**src/tcf_pkg.sv**
```systemverilog
`default_nettype none
package tcf_pkg;

  // angle format
  localparam int ANGLE_FRAC_BITS = 10;
  localparam int ANG_W = 20;
  localparam int GYRO_SHIFT = ANGLE_FRAC_BITS - 6;

  // shared multiplier operands
  localparam int MUL_A_W = 19;
  localparam int MUL_B_W = 39;
  localparam int PROD_W = MUL_A_W + MUL_B_W;

  // shared divider
  localparam int DVD_W = 54;
  localparam int DVS_W = 20;
  localparam int DIV_CNT_W = 6;

  // config
  localparam int W_W = 17;
  localparam int TPS_W = 20;
  localparam logic [W_W-1:0] W_RESET = 17'd64225;
  localparam logic [W_W-1:0] W_ONE = 17'd65536;
  localparam logic [TPS_W-1:0] TPS_RESET = 20'd1000;
  localparam logic CFG_IDX_WEIGHT = 1'b0;
  localparam logic CFG_IDX_TPS = 1'b1;

  // arctangent polynomial and radian-to-degree scale, Q16
  localparam logic [MUL_B_W-1:0] K_C3 = 39'd3047;
  localparam logic [PROD_W-1:0] K_C2_Q32 = 58'd10441 << 16;
  localparam logic [PROD_W-1:0] K_C1_Q32 = 58'd21471 << 16;
  localparam logic [MUL_B_W-1:0] K_DEG = 39'd3754936;

  localparam logic signed [ANG_W-1:0] DEG_90 = 20'sd90 <<< ANGLE_FRAC_BITS;
  localparam logic signed [ANG_W-1:0] DEG_180 = 20'sd180 <<< ANGLE_FRAC_BITS;
  localparam logic signed [ANG_W-1:0] DEG_360 = 20'sd360 <<< ANGLE_FRAC_BITS;

  // predicted angle clamp: large enough that the blend saturates whenever the filter weight is nonzero
  localparam logic [MUL_B_W-1:0] Q_LIM = 39'd1 << 38;
  localparam logic signed [MUL_B_W+1:0] G_LIM = 41'sd1 <<< 37;

  typedef enum logic [2:0] {
    ST_IDLE,
    ST_SETUP,
    ST_DIVA,
    ST_MUL,
    ST_WB,
    ST_DIVG,
    ST_OUT
  } state_t;

  typedef enum logic [3:0] {
    OP_SQ,
    OP_U,
    OP_V,
    OP_T1,
    OP_T,
    OP_DEG,
    OP_GYRO,
    OP_WG,
    OP_WA
  } op_t;

endpackage
`default_nettype wire

```
**src/tcf_div.sv**
```systemverilog
`default_nettype none
module tcf_div (
  input  wire logic                        clk,
  input  wire logic                        rst_n,
  input  wire logic                        start,
  input  wire logic [tcf_pkg::DVD_W-1:0]   dividend,
  input  wire logic [tcf_pkg::DVS_W-1:0]   divisor,
  output logic                             done,
  output logic [tcf_pkg::DVD_W-1:0]        quotient
);

  logic                          busy_r, busy_nxt;
  logic                          done_r, done_nxt;
  logic [tcf_pkg::DIV_CNT_W-1:0] cnt_r, cnt_nxt;
  logic [tcf_pkg::DVD_W-1:0]     quo_r, quo_nxt;
  logic [tcf_pkg::DVS_W-1:0]     rem_r, rem_nxt;
  logic [tcf_pkg::DVS_W-1:0]     dvs_r, dvs_nxt;
  logic [tcf_pkg::DVS_W:0]       sh;
  logic                          ge;

  // restoring divide, one quotient bit per cycle
  always_comb begin
    sh = {rem_r, quo_r[tcf_pkg::DVD_W-1]};
    ge = (sh >= {1'b0, dvs_r});
    busy_nxt = busy_r;
    done_nxt = 1'b0;
    cnt_nxt = cnt_r;
    quo_nxt = quo_r;
    rem_nxt = rem_r;
    dvs_nxt = dvs_r;
    if (start) begin
      busy_nxt = 1'b1;
      cnt_nxt = tcf_pkg::DIV_CNT_W'(tcf_pkg::DVD_W - 1);
      quo_nxt = dividend;
      rem_nxt = '0;
      dvs_nxt = divisor;
    end else if (busy_r) begin
      rem_nxt = ge ? tcf_pkg::DVS_W'(sh - {1'b0, dvs_r}) : sh[tcf_pkg::DVS_W-1:0];
      quo_nxt = {quo_r[tcf_pkg::DVD_W-2:0], ge};
      cnt_nxt = cnt_r - 1'b1;
      if (cnt_r == '0) begin
        busy_nxt = 1'b0;
        done_nxt = 1'b1;
      end
    end
  end

  always_ff @(posedge clk) begin
    if (!rst_n) begin
      busy_r <= 1'b0;
      done_r <= 1'b0;
      cnt_r <= '0;
    end else begin
      busy_r <= busy_nxt;
      done_r <= done_nxt;
      cnt_r <= cnt_nxt;
    end
    quo_r <= quo_nxt;
    rem_r <= rem_nxt;
    dvs_r <= dvs_nxt;
  end

  assign done = done_r;
  assign quotient = quo_r;

endmodule
`default_nettype wire

```
**src/tilt_complementary_filter.sv**
```systemverilog
`default_nettype none
// Complementary tilt filter for one IMU sample per request. Each request runs
// three axes one after another through one shared multiplier and one radix-2
// divider under a small sequencer; the block takes no new request until the
// result is in the output register. Per axis: a setup step, a divide for the
// arctangent ratio, seven multiplies, a divide for the gyro step and two more
// multiplies. An axis whose accelerometer pair is all zero skips the ratio
// divide and the polynomial. The output register load waits for out_ready
// while an earlier result is still held there. filter_weight (addr 0)
// and the tick rate (addr 4) sit on the APB port; write them only while no
// request is in flight.
module tilt_complementary_filter (
  input  wire logic               clk,
  input  wire logic               rst_n,
  input  wire logic               in_valid,
  output logic                    in_ready,
  input  wire logic [31:0]        in_tick,
  input  wire logic signed [15:0] in_accel_x,
  input  wire logic signed [15:0] in_accel_y,
  input  wire logic signed [15:0] in_accel_z,
  input  wire logic signed [17:0] in_rate_x,
  input  wire logic signed [17:0] in_rate_y,
  input  wire logic signed [17:0] in_rate_z,
  output logic                    out_valid,
  input  wire logic               out_ready,
  output logic signed [19:0]      out_angle_x,
  output logic signed [19:0]      out_angle_y,
  output logic signed [19:0]      out_angle_z,
  input  wire logic               cfg_psel,
  input  wire logic               cfg_penable,
  input  wire logic               cfg_pwrite,
  input  wire logic [2:0]         cfg_paddr,
  input  wire logic [31:0]        cfg_pwdata,
  output logic [31:0]             cfg_prdata,
  output logic                    cfg_pready
);

  localparam int AW = tcf_pkg::ANG_W;
  localparam int PW = tcf_pkg::PROD_W;
  localparam int BW = tcf_pkg::MUL_B_W;
  localparam logic signed [BW+1:0] G_LIM_S = tcf_pkg::G_LIM;

  // config registers
  logic [tcf_pkg::W_W-1:0]   fw_r;
  logic [tcf_pkg::TPS_W-1:0] tps_r;
  logic                      cfg_wr;

  assign cfg_pready = 1'b1;
  assign cfg_wr = cfg_psel & cfg_penable & cfg_pwrite;

  always_ff @(posedge clk) begin
    if (!rst_n) begin
      fw_r <= tcf_pkg::W_RESET;
      tps_r <= tcf_pkg::TPS_RESET;
    end else if (cfg_wr) begin
      if (cfg_paddr[2] == tcf_pkg::CFG_IDX_WEIGHT) fw_r <= cfg_pwdata[tcf_pkg::W_W-1:0];
      else tps_r <= cfg_pwdata[tcf_pkg::TPS_W-1:0];
    end
  end

  always_comb begin
    case (cfg_paddr[2])
      tcf_pkg::CFG_IDX_WEIGHT: cfg_prdata = {15'd0, fw_r};
      tcf_pkg::CFG_IDX_TPS:    cfg_prdata = {12'd0, tps_r};
      default:                 cfg_prdata = '0;
    endcase
  end

  // sequencer state and datapath registers
  tcf_pkg::state_t state_r, state_nxt;
  tcf_pkg::op_t    op_r, op_nxt;
  logic [1:0]      axis_r, axis_nxt;
  logic [31:0]     last_tick_r;
  logic [31:0]     dticks_r;
  logic signed [15:0] ax_r, ay_r, az_r;
  logic signed [17:0] rx_r, ry_r, rz_r;
  logic signed [AW-1:0] ang_r [3];
  logic [16:0]     a_r, a_nxt;
  logic [16:0]     s_r, s_nxt;
  logic signed [BW-1:0] wk_r, wk_nxt;
  logic signed [AW-1:0] acc_r, acc_nxt;
  logic signed [PW-1:0] sum_r, sum_nxt;
  logic signed [PW-1:0] prod_r;
  logic signed [AW-1:0] res_nxt;
  logic            res_we;
  logic            out_valid_r, out_valid_nxt, out_load;
  logic signed [AW-1:0] out_x_r, out_y_r, out_z_r;
  logic            in_acc;

  assign in_ready = (state_r == tcf_pkg::ST_IDLE);
  assign in_acc = in_valid & in_ready;

  // operand pair for the current axis
  logic signed [15:0] first, second;
  logic [16:0] mag_f, mag_s, mx, mn;
  logic        s_gt_f;
  always_comb begin
    first = (axis_r == 2'd0) ? ay_r : ax_r;
    second = (axis_r == 2'd2) ? ay_r : az_r;
    mag_f = first[15] ? 17'(-{first[15], first}) : {1'b0, first};
    mag_s = second[15] ? 17'(-{second[15], second}) : {1'b0, second};
    s_gt_f = (mag_s > mag_f);
    mx = s_gt_f ? mag_s : mag_f;
    mn = s_gt_f ? mag_f : mag_s;
  end

  // gyro rate for the current axis, x and z negated
  logic signed [18:0] rate_eff;
  logic [17:0]        rate_mag;
  always_comb begin
    case (axis_r)
      2'd0:    rate_eff = -19'(rx_r);
      2'd1:    rate_eff = 19'(ry_r);
      default: rate_eff = -19'(rz_r);
    endcase
    rate_mag = rate_eff[18] ? 18'(-rate_eff) : 18'(rate_eff);
  end

  logic [tcf_pkg::W_W-1:0]   w_eff, w_inv;
  logic [tcf_pkg::TPS_W-1:0] tps_eff;
  assign w_eff = (fw_r > tcf_pkg::W_ONE) ? tcf_pkg::W_ONE : fw_r;
  assign w_inv = tcf_pkg::W_ONE - w_eff;
  assign tps_eff = (tps_r == '0) ? tcf_pkg::TPS_W'(1) : tps_r;

  // shared multiplier, product registered
  logic signed [tcf_pkg::MUL_A_W-1:0] mul_a;
  logic signed [BW-1:0]               mul_b;
  always_comb begin
    case (op_r)
      tcf_pkg::OP_SQ:   begin mul_a = {2'b0, a_r}; mul_b = {22'd0, a_r}; end
      tcf_pkg::OP_U:    begin mul_a = {2'b0, s_r}; mul_b = tcf_pkg::K_C3; end
      tcf_pkg::OP_V:    begin mul_a = {2'b0, s_r}; mul_b = wk_r; end
      tcf_pkg::OP_T1:   begin mul_a = {2'b0, s_r}; mul_b = wk_r; end
      tcf_pkg::OP_T:    begin mul_a = {2'b0, a_r}; mul_b = wk_r; end
      tcf_pkg::OP_DEG:  begin mul_a = {2'b0, a_r}; mul_b = tcf_pkg::K_DEG; end
      tcf_pkg::OP_GYRO: begin mul_a = {1'b0, rate_mag}; mul_b = {7'd0, dticks_r}; end
      tcf_pkg::OP_WG:   begin mul_a = {2'b0, w_eff}; mul_b = wk_r; end
      tcf_pkg::OP_WA:   begin mul_a = {2'b0, w_inv}; mul_b = BW'(acc_r); end
      default:          begin mul_a = '0; mul_b = '0; end
    endcase
  end

  always_ff @(posedge clk) begin
    if (state_r == tcf_pkg::ST_MUL) prod_r <= mul_a * mul_b;
  end

  // divider
  logic                       div_start;
  logic [tcf_pkg::DVD_W-1:0]  div_dvd;
  logic [tcf_pkg::DVS_W-1:0]  div_dvs;
  logic                       div_done;
  logic [tcf_pkg::DVD_W-1:0]  div_q;

  tcf_div u_div (
    .clk      (clk),
    .rst_n    (rst_n),
    .start    (div_start),
    .dividend (div_dvd),
    .divisor  (div_dvs),
    .done     (div_done),
    .quotient (div_q)
  );

  // rounding helpers on the product
  logic signed [PW-1:0] p_rnd, p_u, p_v, p_deg, num;
  logic [16:0]          d_deg;
  logic signed [AW-1:0] deg0, deg1, deg2;
  logic [BW-1:0]        qc;
  logic signed [BW+1:0] g_full;
  logic signed [PW-1:0] num_rnd;
  logic signed [PW-17:0] res_full;

  always_comb begin
    p_rnd = prod_r + PW'(32768);
    p_u = $signed(tcf_pkg::K_C2_Q32) - prod_r + PW'(32768);
    p_v = $signed(tcf_pkg::K_C1_Q32) - prod_r + PW'(32768);
    p_deg = prod_r + (PW'(1) <<< (31 - tcf_pkg::ANGLE_FRAC_BITS));
    d_deg = p_deg[32-tcf_pkg::ANGLE_FRAC_BITS +: 17];
    deg0 = {3'b0, d_deg};
    deg1 = s_gt_f ? tcf_pkg::DEG_90 - deg0 : deg0;
    deg2 = first[15] ? tcf_pkg::DEG_180 - deg1 : deg1;
    // gyro step, clamped, added to previous angle
    qc = (div_q > tcf_pkg::DVD_W'(tcf_pkg::Q_LIM)) ? tcf_pkg::Q_LIM : div_q[BW-1:0];
    g_full = rate_eff[18] ? (BW+2)'(ang_r[axis_r]) - (BW+2)'(qc)
                          : (BW+2)'(ang_r[axis_r]) + (BW+2)'(qc);
    // blend and round
    num = sum_r + prod_r;
    num_rnd = num + PW'(32768);
    res_full = num_rnd[PW-1:16];
  end

  // sequencer
  always_comb begin
    state_nxt = state_r;
    op_nxt = op_r;
    axis_nxt = axis_r;
    a_nxt = a_r;
    s_nxt = s_r;
    wk_nxt = wk_r;
    acc_nxt = acc_r;
    sum_nxt = sum_r;
    res_nxt = '0;
    res_we = 1'b0;
    div_start = 1'b0;
    div_dvd = {5'd0, mn, 16'd0} + tcf_pkg::DVD_W'(mx[16:1]);
    div_dvs = tcf_pkg::DVS_W'(mx);
    out_load = 1'b0;
    case (state_r)
      tcf_pkg::ST_IDLE: begin
        if (in_acc) begin
          axis_nxt = 2'd0;
          state_nxt = tcf_pkg::ST_SETUP;
        end
      end
      tcf_pkg::ST_SETUP: begin
        if (mx == '0) begin
          acc_nxt = '0;
          op_nxt = tcf_pkg::OP_GYRO;
          state_nxt = tcf_pkg::ST_MUL;
        end else begin
          div_start = 1'b1;
          state_nxt = tcf_pkg::ST_DIVA;
        end
      end
      tcf_pkg::ST_DIVA: begin
        if (div_done) begin
          a_nxt = div_q[16:0];
          op_nxt = tcf_pkg::OP_SQ;
          state_nxt = tcf_pkg::ST_MUL;
        end
      end
      tcf_pkg::ST_MUL: state_nxt = tcf_pkg::ST_WB;
      tcf_pkg::ST_WB: begin
        state_nxt = tcf_pkg::ST_MUL;
        case (op_r)
          tcf_pkg::OP_SQ: begin
            s_nxt = p_rnd[32:16];
            op_nxt = tcf_pkg::OP_U;
          end
          tcf_pkg::OP_U: begin
            wk_nxt = p_u[BW+15:16];
            op_nxt = tcf_pkg::OP_V;
          end
          tcf_pkg::OP_V: begin
            wk_nxt = p_v[BW+15:16];
            op_nxt = tcf_pkg::OP_T1;
          end
          tcf_pkg::OP_T1: begin
            wk_nxt = p_rnd[BW+15:16];
            op_nxt = tcf_pkg::OP_T;
          end
          tcf_pkg::OP_T: begin
            a_nxt = a_r - p_rnd[32:16];
            op_nxt = tcf_pkg::OP_DEG;
          end
          tcf_pkg::OP_DEG: begin
            acc_nxt = second[15] ? -deg2 : deg2;
            op_nxt = tcf_pkg::OP_GYRO;
          end
          tcf_pkg::OP_GYRO: begin
            div_start = 1'b1;
            div_dvd = {prod_r[49:0], tcf_pkg::GYRO_SHIFT'(0)} +
                      tcf_pkg::DVD_W'(tps_eff[tcf_pkg::TPS_W-1:1]);
            div_dvs = tps_eff;
            state_nxt = tcf_pkg::ST_DIVG;
          end
          tcf_pkg::OP_WG: begin
            sum_nxt = prod_r;
            op_nxt = tcf_pkg::OP_WA;
          end
          tcf_pkg::OP_WA: begin
            res_we = 1'b1;
            if (res_full > (PW-16)'(tcf_pkg::DEG_360)) res_nxt = tcf_pkg::DEG_360;
            else if (res_full < -(PW-16)'(tcf_pkg::DEG_360)) res_nxt = -tcf_pkg::DEG_360;
            else res_nxt = res_full[AW-1:0];
            if (axis_r == 2'd2) begin
              state_nxt = tcf_pkg::ST_OUT;
            end else begin
              axis_nxt = axis_r + 2'd1;
              state_nxt = tcf_pkg::ST_SETUP;
            end
          end
          default: state_nxt = tcf_pkg::ST_IDLE;
        endcase
      end
      tcf_pkg::ST_DIVG: begin
        if (div_done) begin
          if (g_full > G_LIM_S) wk_nxt = BW'(tcf_pkg::G_LIM);
          else if (g_full < -G_LIM_S) wk_nxt = BW'(-tcf_pkg::G_LIM);
          else wk_nxt = g_full[BW-1:0];
          op_nxt = tcf_pkg::OP_WG;
          state_nxt = tcf_pkg::ST_MUL;
        end
      end
      tcf_pkg::ST_OUT: begin
        if (!out_valid_r || out_ready) begin
          out_load = 1'b1;
          state_nxt = tcf_pkg::ST_IDLE;
        end
      end
      default: state_nxt = tcf_pkg::ST_IDLE;
    endcase
  end

  assign out_valid_nxt = out_load ? 1'b1 : (out_ready ? 1'b0 : out_valid_r);

  always_ff @(posedge clk) begin
    if (!rst_n) begin
      state_r <= tcf_pkg::ST_IDLE;
      op_r <= tcf_pkg::OP_SQ;
      axis_r <= 2'd0;
      out_valid_r <= 1'b0;
      last_tick_r <= '0;
      ang_r[0] <= '0;
      ang_r[1] <= '0;
      ang_r[2] <= '0;
    end else begin
      state_r <= state_nxt;
      op_r <= op_nxt;
      axis_r <= axis_nxt;
      out_valid_r <= out_valid_nxt;
      if (in_acc) last_tick_r <= in_tick;
      if (res_we) ang_r[axis_r] <= res_nxt;
    end
    a_r <= a_nxt;
    s_r <= s_nxt;
    wk_r <= wk_nxt;
    acc_r <= acc_nxt;
    sum_r <= sum_nxt;
    if (in_acc) begin
      dticks_r <= in_tick - last_tick_r;
      ax_r <= in_accel_x;
      ay_r <= in_accel_y;
      az_r <= in_accel_z;
      rx_r <= in_rate_x;
      ry_r <= in_rate_y;
      rz_r <= in_rate_z;
    end
    if (out_load) begin
      out_x_r <= ang_r[0];
      out_y_r <= ang_r[1];
      out_z_r <= ang_r[2];
    end
  end

  assign out_valid = out_valid_r;
  assign out_angle_x = out_x_r;
  assign out_angle_y = out_y_r;
  assign out_angle_z = out_z_r;

  // a request holds the block busy for at least the next cycle
  a_busy_after_req: assert property (@(posedge clk) disable iff (!rst_n)
    in_acc |=> !in_ready) else $error("ready right after a request");

  // divider results only land in the states that wait for them
  a_div_owner: assert property (@(posedge clk) disable iff (!rst_n)
    div_done |-> (state_r == tcf_pkg::ST_DIVA || state_r == tcf_pkg::ST_DIVG))
    else $error("divider done outside a divide wait");

  // stored angles stay inside the saturation range
  a_sat_range: assert property (@(posedge clk) disable iff (!rst_n)
    res_we |=> (ang_r[0] <= tcf_pkg::DEG_360 && ang_r[0] >= -tcf_pkg::DEG_360 &&
                ang_r[1] <= tcf_pkg::DEG_360 && ang_r[1] >= -tcf_pkg::DEG_360 &&
                ang_r[2] <= tcf_pkg::DEG_360 && ang_r[2] >= -tcf_pkg::DEG_360))
    else $error("angle outside saturation range");

endmodule
`default_nettype wire
```
**config.mk**
```make
export PLATFORM = sky130hd
export DESIGN_NAME = tilt_complementary_filter
export DESIGN_NICKNAME = d
export VERILOG_FILES = /design/src/tcf_pkg.sv /design/src/tcf_div.sv /design/src/tilt_complementary_filter.sv
export SDC_FILE = /design/constraint.sdc
export NUM_CORES = 2
export LEC_CHECK = 0
export BUFFER_PORTS_ARGS = -buffer_cell sky130_fd_sc_hd__buf_4
export CORE_MARGIN = 1.5
export CORE_UTILIZATION = 33
export DETAILED_ROUTE_END_ITERATION = 16
export MAX_ROUTING_LAYER = met4
export SYNTH_ARGS = -nofsm -noshare
export SYNTH_HDL_FRONTEND = slang
export SYNTH_HIERARCHICAL = 1
export SYNTH_SLANG_ARGS = --single-unit
```
**constraint.sdc**
```tcl
create_clock -name clk -period 8.9 [get_ports clk]
set_input_delay 0 -clock clk [delete_from_list [all_inputs] [get_ports clk]]
set_output_delay 0 -clock clk [all_outputs]
set_load 0.03 [all_outputs]
```
==> flow_summary.toml <==
[global_route]
grt_pass1_vias = 61000
grt_max_degree = 101
grt_antenna_before_repair = 8
grt_pass1_wl_um = 386000
grtUsageTotal_pct = 24.7
grt_remaining_overflow = 0

[min_path]
hp-class = "input port to register"

[synth]
avgSynthCellArea_sq_um = 9.06
synth_most_common_cell = "inv_1"
ys_seq_area_share_pct = 27.2
ys_top_cells_by_count = "inv_1, nand2_1, nor2_1"
synth_top_area_share_pct = 24.1
synth-seq-cells = 666
yosys_warnings = 6
synth_ff_type = "edfxtp_1"
async_reset_ff_share_pct = 0
yosysTopAreaCell = "edfxtp_1"
synthDistinctLibCells = 112
synth_edf_count = 557
synthCells = 7657
synth_area_sq_um = 69400
yosys-top-cells-area = "edfxtp_1, fa_1, ha_1"

[power_and_ir_drop]
p_clk_share_pct = 18.6
power.density_nw_per_um2 = 208
p_total_mw = 18.1
p_leak_nw = 37.9
p_sw_mw = 7.54
irDropWorstVdd_mv = 0.393
p_int_mw = 10.6
p_comb_share_pct = 58.2
power_frac_seq_pct = 23.2
swShare_pct = 41.7

[sta]
setup_ws_ps = -951
fin_crit_ps = 9850
worst_clock_skew_ps = 26.8
tightest_slew_ps = 1390
slew_viol_final = 0
setup_viol = 32
clock.fmax_ghz = 0.102
rsz0062_at_grt = "yes"
setup_tns_ps = -13190
hold_viol_final = 0
period_share_pct = 111
slew_headroom_pct = 7.19

[critical_path]
cp_common_cell = "buf_4"
start_kind = "register"
slowest_stage = "or4_4"
slowest_delay_ps = 550
path_max_fanout = 6
criticalPathCategory = "register to register"
cp.arrival_ps = 10320
crit_required_ps = 9370
critPathCaptureType = "register"

[floorplan]
die_y_um = 462
dieArea_sq_um = 213000
core_sq_um = 209000
io_pins = 271
start_util_pct = 33.1
die_w_um = 462
rows = 168

[cts]
clockRootBuffer = "clkbuf_16"
numCtsBuffers = 75
cts_buffer_depth = 3
insertion_delay_ps = 720
cts_tree = "done"
path_clk_slew_ps = 60
clock_sinks = 666
htreeDepth = 3

[route]
dr.pass1.iters = 8
drc = 0
drt_iter0_drc = 6508
dr.max_layer_used = "met4"
viasPerCell = 5.34
met1_length_um = 112000
met2WireLength_um = 113000
final_antenna_net_count = 0
routedWlPerCell_um = 22.4
wirelength_um = 260000
dr_wl_met3_um = 24200
routed-via-count = 61900

[placement]
gp_congestion = 1.02
place_worst_setup_slack_ps = -1390
dp_hpwl_um = 207000
io_buffers = 243
dp_cells = 11100

[cells_and_area]
fin_cells = 11600
area_growth_pct = 25.2
drive_gt1_share_pct = 18.0
nets = 9975

[flow_run]
drv_cap = 0

[outcome]
violations = "setup timing"
status = "finished with violations"
[cell usage in the layout, fill, tap and decap left out, drive strengths merged, types with 72 or more instances in the layout]
master / netlist / final
a21o: 123 / 123
a21oi: 409 / 409
buf: 82 / 1047
clkbuf: 287 / 100
dfxtp: 109 / 109
dlygate4sd3: 0 / 278
edfxtp: 557 / 557
fa: 674 / 674
ha: 410 / 410
inv: 1021 / 1026
mux2: 74 / 74
nand2: 898 / 898
nand2b: 85 / 85
nand3: 148 / 148
nand4: 72 / 72
nor2: 765 / 765
nor3: 133 / 133
o21ai: 289 / 289
xnor2: 278 / 278
xor2: 152 / 152
[final timing paths]
check	startpoint	to	slack, ps	cells after the start
min reg2reg	ang_r[0][18]	out_angle_x[18]	440	0
min	in_accel_z[2]	az_r[2]	30	2
max reg2reg	rz_r[6]	prod_r[56]	-950	41
max	rz_r[6]	prod_r[56]	-950	41
[layer usage]
layer	vias up	global-route usage [%]
met4	0	8.21
met5	-	-
met1	30700	33.5
met2	2733	36.5
met3	432	5.20
li1	28000	-
[worst max-delay path: cells and delay by family (launching register included)]
| kind | cells | cell delay, ps |
|---|---|---|
| flip-flops | 1 | 400 |
| buffers and inverters | 13 | 1560 |
| XOR/XNOR | 2 | 290 |
| AO/OA/AOI/OAI | 11 | 2480 |
| AND/OR/NAND/NOR | 8 | 1570 |
| adder cells (fa/ha/maj) | 7 | 3300 |
[power by group through the flow]
stage	clock network, mW	logic (mW)	registers [mW]
after floorplan	0	5.59	4.13
after global placement	0	9.21	4.24
after detailed placement	0	9.30	4.25
after CTS	3.41	9.86	4.18
after global routing	3.52	11.4	4.21
final	3.37	10.5	4.20
[per-stage QoR]
step                      hold WS [ps]  area, sq um  utilization, %
after global placement             178        79900            38.2
after CTS                         1.25        86000            41.1
after detailed placement           179        79900            38.2
final                             25.8        86900            41.5
after floorplan                   98.9        69700               -
after global routing              21.6        86900            41.5
[sequential cells by signal, summed over array words and instances (netlist names), 18 cells and up, named ones only]
| signal | count |
|---|---|
| out_angle_y | 20 |
| u_div/quotient | 54 |
| dticks_r | 32 |
| rx_r | 18 |
| wk_r | 39 |
| last_tick_r | 32 |
| out_angle_z | 20 |
| sum_r | 58 |
| ang_r | 80 |
| ry_r | 18 |
| rz_r | 18 |
| tps_r | 20 |
| u_div/dvs_r | 20 |
| u_div/rem_r | 20 |
| acc_r | 20 |
| prod_r | 58 |
| out_angle_x | 20 |
[cell type report]
type,count,area (sq um)
clock buffers,96,1990
fillers,20400,122000
clock inverters,44,652
flip-flops and latches,666,18900
repair buffers,1329,11500
diodes,2,5.00
inverters,1023,3840
multi-input cells,5620,46500
well taps,2805,3510
[what timing repair did]
action                                  in CTS  in global routing
buffers inserted                            22                 34
pin swaps                                   61                 91
resized for setup                           93                145
hold endpoints to repair                   213                  0
endpoints found under the setup margin      57                 78
gates cloned                                 2                  4
hold buffers                               278                  0
[kinds of logic after synthesis]
kind of cell,count (synthesis),share of synthesized area (%)
flops,666,27.2
buf+inv,1392,7.70
other cells,2,0.0108
simple gates,2525,16.6
fa+ha+maj,1084,26.8
mux,144,2.57
xor+xnor,431,5.46
compound gates,1413,13.6
(Power assumes the default switching activity.)
